==> config.mk <==
export PLATFORM = sky130hd
export DESIGN_NAME = gbsq_ram
export DESIGN_NICKNAME = d
export VERILOG_FILES = /design/src/hw/rtl/gbsq_ram.sv
export SDC_FILE = /design/constraint.sdc
export NUM_CORES = 1
export LEC_CHECK = 0
export ABC_AREA = 1
export BUFFER_PORTS_ARGS = -buffer_cell sky130_fd_sc_hd__buf_2
export CAP_MARGIN = 20
export CORE_AREA = 2 2 59 61
export CTS_BUF_LIST = sky130_fd_sc_hd__clkbuf_8
export CTS_CLUSTER_SIZE = 20
export DETAILED_ROUTE_END_ITERATION = 8
export DIE_AREA = 0 0 61 63
export GPL_TIMING_DRIVEN = 0
export PLACE_DENSITY_LB_ADDON = 0.08
export SETUP_SLACK_MARGIN = 0.05
export SLEW_MARGIN = 20
export SYNTH_ARGS = -nofsm -noshare
export SYNTH_HDL_FRONTEND = slang
export SYNTH_SLANG_ARGS = --single-unit
==> constraint.sdc <==
create_clock -name clk_i -period 1.8 [get_ports clk_i]
set_input_delay 0.09 -clock clk_i [delete_from_list [all_inputs] [get_ports clk_i]]
set_output_delay 0.09 -clock clk_i [all_outputs]
set_load 0.1 [all_outputs]
==> src/hw/rtl/gbsq_ram.sv <==
// Generic single-write, single-read RAM with registered read data.
// No dependencies.
module gbsq_ram #(
  parameter int Width = 8,
  parameter int Depth = 4
) (
  input  logic                     clk_i,
  input  logic                     we_i,
  input  logic [$clog2(Depth)-1:0] waddr_i,
  input  logic [Width-1:0]         wdata_i,
  input  logic [$clog2(Depth)-1:0] raddr_i,
  output logic [Width-1:0]         rdata_o
);

  logic [Width-1:0] mem_q [Depth];
  logic [Width-1:0] rdata_q;

  always_ff @(posedge clk_i) begin
    if (we_i) begin
      mem_q[waddr_i] <= wdata_i;
    end
    rdata_q <= mem_q[raddr_i];
  end

  assign rdata_o = rdata_q;

endmodule

* Word-level counts from Yosys, hierarchy flattened
Memory sizes are Yosys's and may differ from the RTL's. A register that Yosys moved wholly into a read port is not among the register bits. Index checks and enable logic that the tools add are counted. Widths: inputs -> output; s select.
Operators by class: bitwise gates (word level) 0, multiply operators 0, $lt $le $gt $ge 0, reduce and logical (&&, ||, !) cells 0, div/mod/pow operators 0, add/subtract/negate cells 0, shifts and indexed selects 0, mux-type cells 2, equal/unequal tests 0
Operators by type and width (number):
- $mux 1 | 2
Storage, ports and cells: output and inout bits 8, bits in writable memories 32, bits in latches 0, bits of input ports 14, ROM bits 0, memories kept 1, logic and storage cells 3, register bits 0
Memories:
- mem_q | words 4, width 8, rd ports 1, clocked after Yosys merged registers in 1, wr ports 1, line 15 | logic [Width-1:0] mem_q [Depth];

* Depth between registers and ports, before layout
depth in word-level cells 2, mapped depth 6, gate-level depth less buffers 4

* Worst setup path after synthesis
No wires, ideal clock.
kind input -> register, from input port waddr_i[0], to memory mem_q[3][0] (enable), cell stages on the path 2, arrival 770 ps, required time 1417 ps, library setup time 383 ps, buffers on the path 0, setup slack 647 ps, cells stage by stage inv_1 nor3_1
RTL lines:
- start, declared | line 9 | input logic [$clog2(Depth)-1:0] waddr_i,
- end, declared | line 15
No word-level cell before the write port.

* Worst setup path in the final report
from register rdata_q[1] (netlist: rdata_o[1]), read port of mem_q, to output port rdata_o[1]
RTL lines:
- start, declared | line 16 | logic [Width-1:0] rdata_q;
- end, declared | line 12 | output logic [Width-1:0] rdata_o
No word-level cell between the ends.

==> impl_metrics.tcl <==
set metrics [dict create \
    status "complete, no violations" \
    cts_hold_buf 1 \
    p_leak_nw 0.860 \
    pwr-share-comb 0.125 \
    grt_use_total 0.159 \
    synth_area_per_cell_sq_um 11.0 \
    ioPinCount 22 \
    hpwl_um 1640 \
    drtIter0Drc 31 \
    critPathLaunchType "flop" \
    cts_max_level 2 \
    end_kind "primary output" \
    cts_made_buffers 5 \
    p_switching_w 0.000505 \
    grt_pass1_wl_um 4200 \
    worst_pin_slew_ps 839 \
    first_global_vias 877 \
    ant_nets 0 \
    yosysUniqueCellTypes 10 \
    clk_pin_slew_worst_paths_ps 70 \
    gp_congestion 0.661 \
    pwr_density_cell_mw_per_mm2 1110 \
    p_sw_frac 0.245 \
    die-area_sq_mm 0.00384 \
    path_class "flop to primary output" \
    cts_tree "yes" \
    cts_buffer_depth 2 \
    setup_viol 0 \
    clkSinkCount 40 \
    syn-cell-area_sq_mm 0.00155 \
    n_antenna_cell 0 \
    root_buffer "clkbuf_8" \
    crit_family "buffers and inverters" \
    crit_required_ps 1710 \
    hold_viol_final 0 \
    vias 927 \
    fin_crit_sh 0.620 \
    post_cts_resized 0 \
    synth_fp_nets 155 \
    die_h_um 63 \
    synth_area_leaders "edfxtp_1 62%, dfxtp_1 10%, nand2_1 9.7%" \
    syn_inst 141 \
    synth_flop_cell "edfxtp_1" \
    r2r_cells 4 \
    grt-ovfl-total 0 \
    yosys.area.top_type "edfxtp_1" \
    syn2layout_area_growth_pct 19.3 \
    synth_top_area_frac 0.621 \
    crit_slowest_cell "buf_2" \
    totalWireLength_um 2540 \
    fin_tns_setup_ps 0 \
    io_buffers 19 \
    cts_setup_buffers 0 \
    regToRegSetupSlack_ps 1100 \
    worstHoldPathType "input pin to flop" \
    crit_start "rdata_o[1]" \
    drcViolationCount 0 \
    r2r_end "rdata_o[7]" \
    drv_slew 0 \
    crit_buf_inv 1 \
    drive_above_1_share 0.207 \
    reg2reg_from "mem_q[0][7]" \
    grt_max_degree 13 \
    cp_num_cells 1 \
    async_flop_share 0 \
    power_frac_seq 0.517 \
    ys_seq_area_frac 0.724 \
    layout.nets 182 \
    synth_most_common_cell "nand2_1" \
    cpPeakStageDelay_ps 420 \
    skew_ps 5.33 \
    path_max_fanout 1 \
    vias_per_cell 4.31 \
    peakVddDrop_v 0.000533 \
    period_needed_ps 1120 \
    fin_util 0.571 \
    die-width_um 61 \
    ys_seq_elements 40 \
    relSlewSlack 0.438 \
    yosys-top-cells-count "40 x nand2_1, 36 x inv_1, 32 x edfxtp_1" \
    critical_path_arrival_ps 1030 \
    setup.worst_path.end "rdata_o[1]" \
    placementRows 21 \
    dr.pass1.iters 4 \
    internal_power_w 0.00155 \
    rsz0062_at_grt "false" \
    initial_core_util 0.479 \
    clock_latency_ps 290 \
    fmax_ghz 0.896 \
    coreArea_sq_mm 0.00323 \
    clockPowerShare 0.357 \
    yosysWarnings 0 \
    synth_edf_count 32 \
    max-cap-violations 0 \
    path_cells "buf_2" \
    antenna_found_initial 0 \
    wl_per_cell_um 11.8 \
]
-- per-stage QoR --
| step | hold slack [ps] | total power, W | worst slack, ps | area, sq um | cells |
|---|---|---|---|---|---|
| floorplan | 189 | 0.00128 | 647 | 1550 | 141 |
| finish | 13.1 | 0.00206 | 684 | 1850 | 215 |
| global route | 2.92 | 0.00215 | 633 | 1850 | 215 |
| global placement | 299 | 0.00134 | 78.3 | 1700 | 206 |
| detailed placement | 305 | 0.00134 | 442 | 1720 | 206 |
| CTS | 0.850 | 0.00208 | 666 | 1850 | 215 |
-- how the worst min path moves through the flow --
| stage | start | to | slack [ps] | depth (start not counted) |
|---|---|---|---|---|
| 2_1_floorplan | wdata_i[0] | mem_q[0][0] | 190 | 0 |
| 3_3_place_gp | wdata_i[1] | mem_q[0][1] | 300 | 1 |
| 3_5_place_dp | wdata_i[1] | mem_q[2][1] | 310 | 1 |
| 4_1_cts | wdata_i[1] | mem_q[1][1] | 0.9 | 1 |
| 5_1_grt | wdata_i[0] | mem_q[0][0] | 3 | 1 |
| 6_report | wdata_i[1] | mem_q[2][1] | 10 | 1 |
-- layout make-up --
| type | count | area (sq um) |
|---|---|---|
| Fill cell | 293 | 1390 |
| Timing Repair Buffer | 20 | 105 |
| Multi-Input combinational cell | 60 | 270 |
| Inverter | 37 | 141 |
| Tap cell | 46 | 57.6 |
| Clock buffer | 6 | 82.6 |
| Sequential cell | 40 | 1120 |
| Buffer | 4 | 35.0 |
| Clock inverter | 2 | 33.8 |
-- kinds of logic (layout without fill, tap and decap cells) --
kind of cell,Yosys count,count (layout),synth area share
buf+inv,41,69,0.114
flops,40,40,0.724
simple gates,60,60,0.162
-- state kept, by name (all words and copies together) (netlist names) --
name     count
mem_q       32
rdata_o      8
-- layout by cell type (no fill, tap or decap) --
cell	Yosys	final
inv_4	1	1
nand2_1	40	40
inv_1	36	36
dlygate4sd3_1	0	1
clkbuf_8	0	6
bufinv_16	0	1
nor3_2	0	4
buf_4	1	1
buf_2	1	20
dfxtp_1	8	8
nand3_1	16	16
edfxtp_1	32	32
clkinv_1	0	1
buf_6	2	2
-- power groups by stage --
| stage | Clock (W) | Sequential (W) | Combinational, W |
|---|---|---|---|
| floorplan | 0 | 0.00121 | 0.0000710 |
| global placement | 0 | 0.00108 | 0.000251 |
| detailed placement | 0 | 0.00109 | 0.000258 |
| CTS | 0.000756 | 0.00106 | 0.000260 |
| global route | 0.000801 | 0.00107 | 0.000277 |
| finish | 0.000735 | 0.00106 | 0.000257 |
-- metal layers --
| layer | track usage | share of wire |
|---|---|---|
| met5 | 0 | 0 |
| met2 | 0.255 | 0.51 |
| met3 | 0.0704 | 0.050 |
| met4 | 0.0652 | 0.019 |
| met1 | 0.182 | 0.42 |
Power figures use the tool's default switching activity.
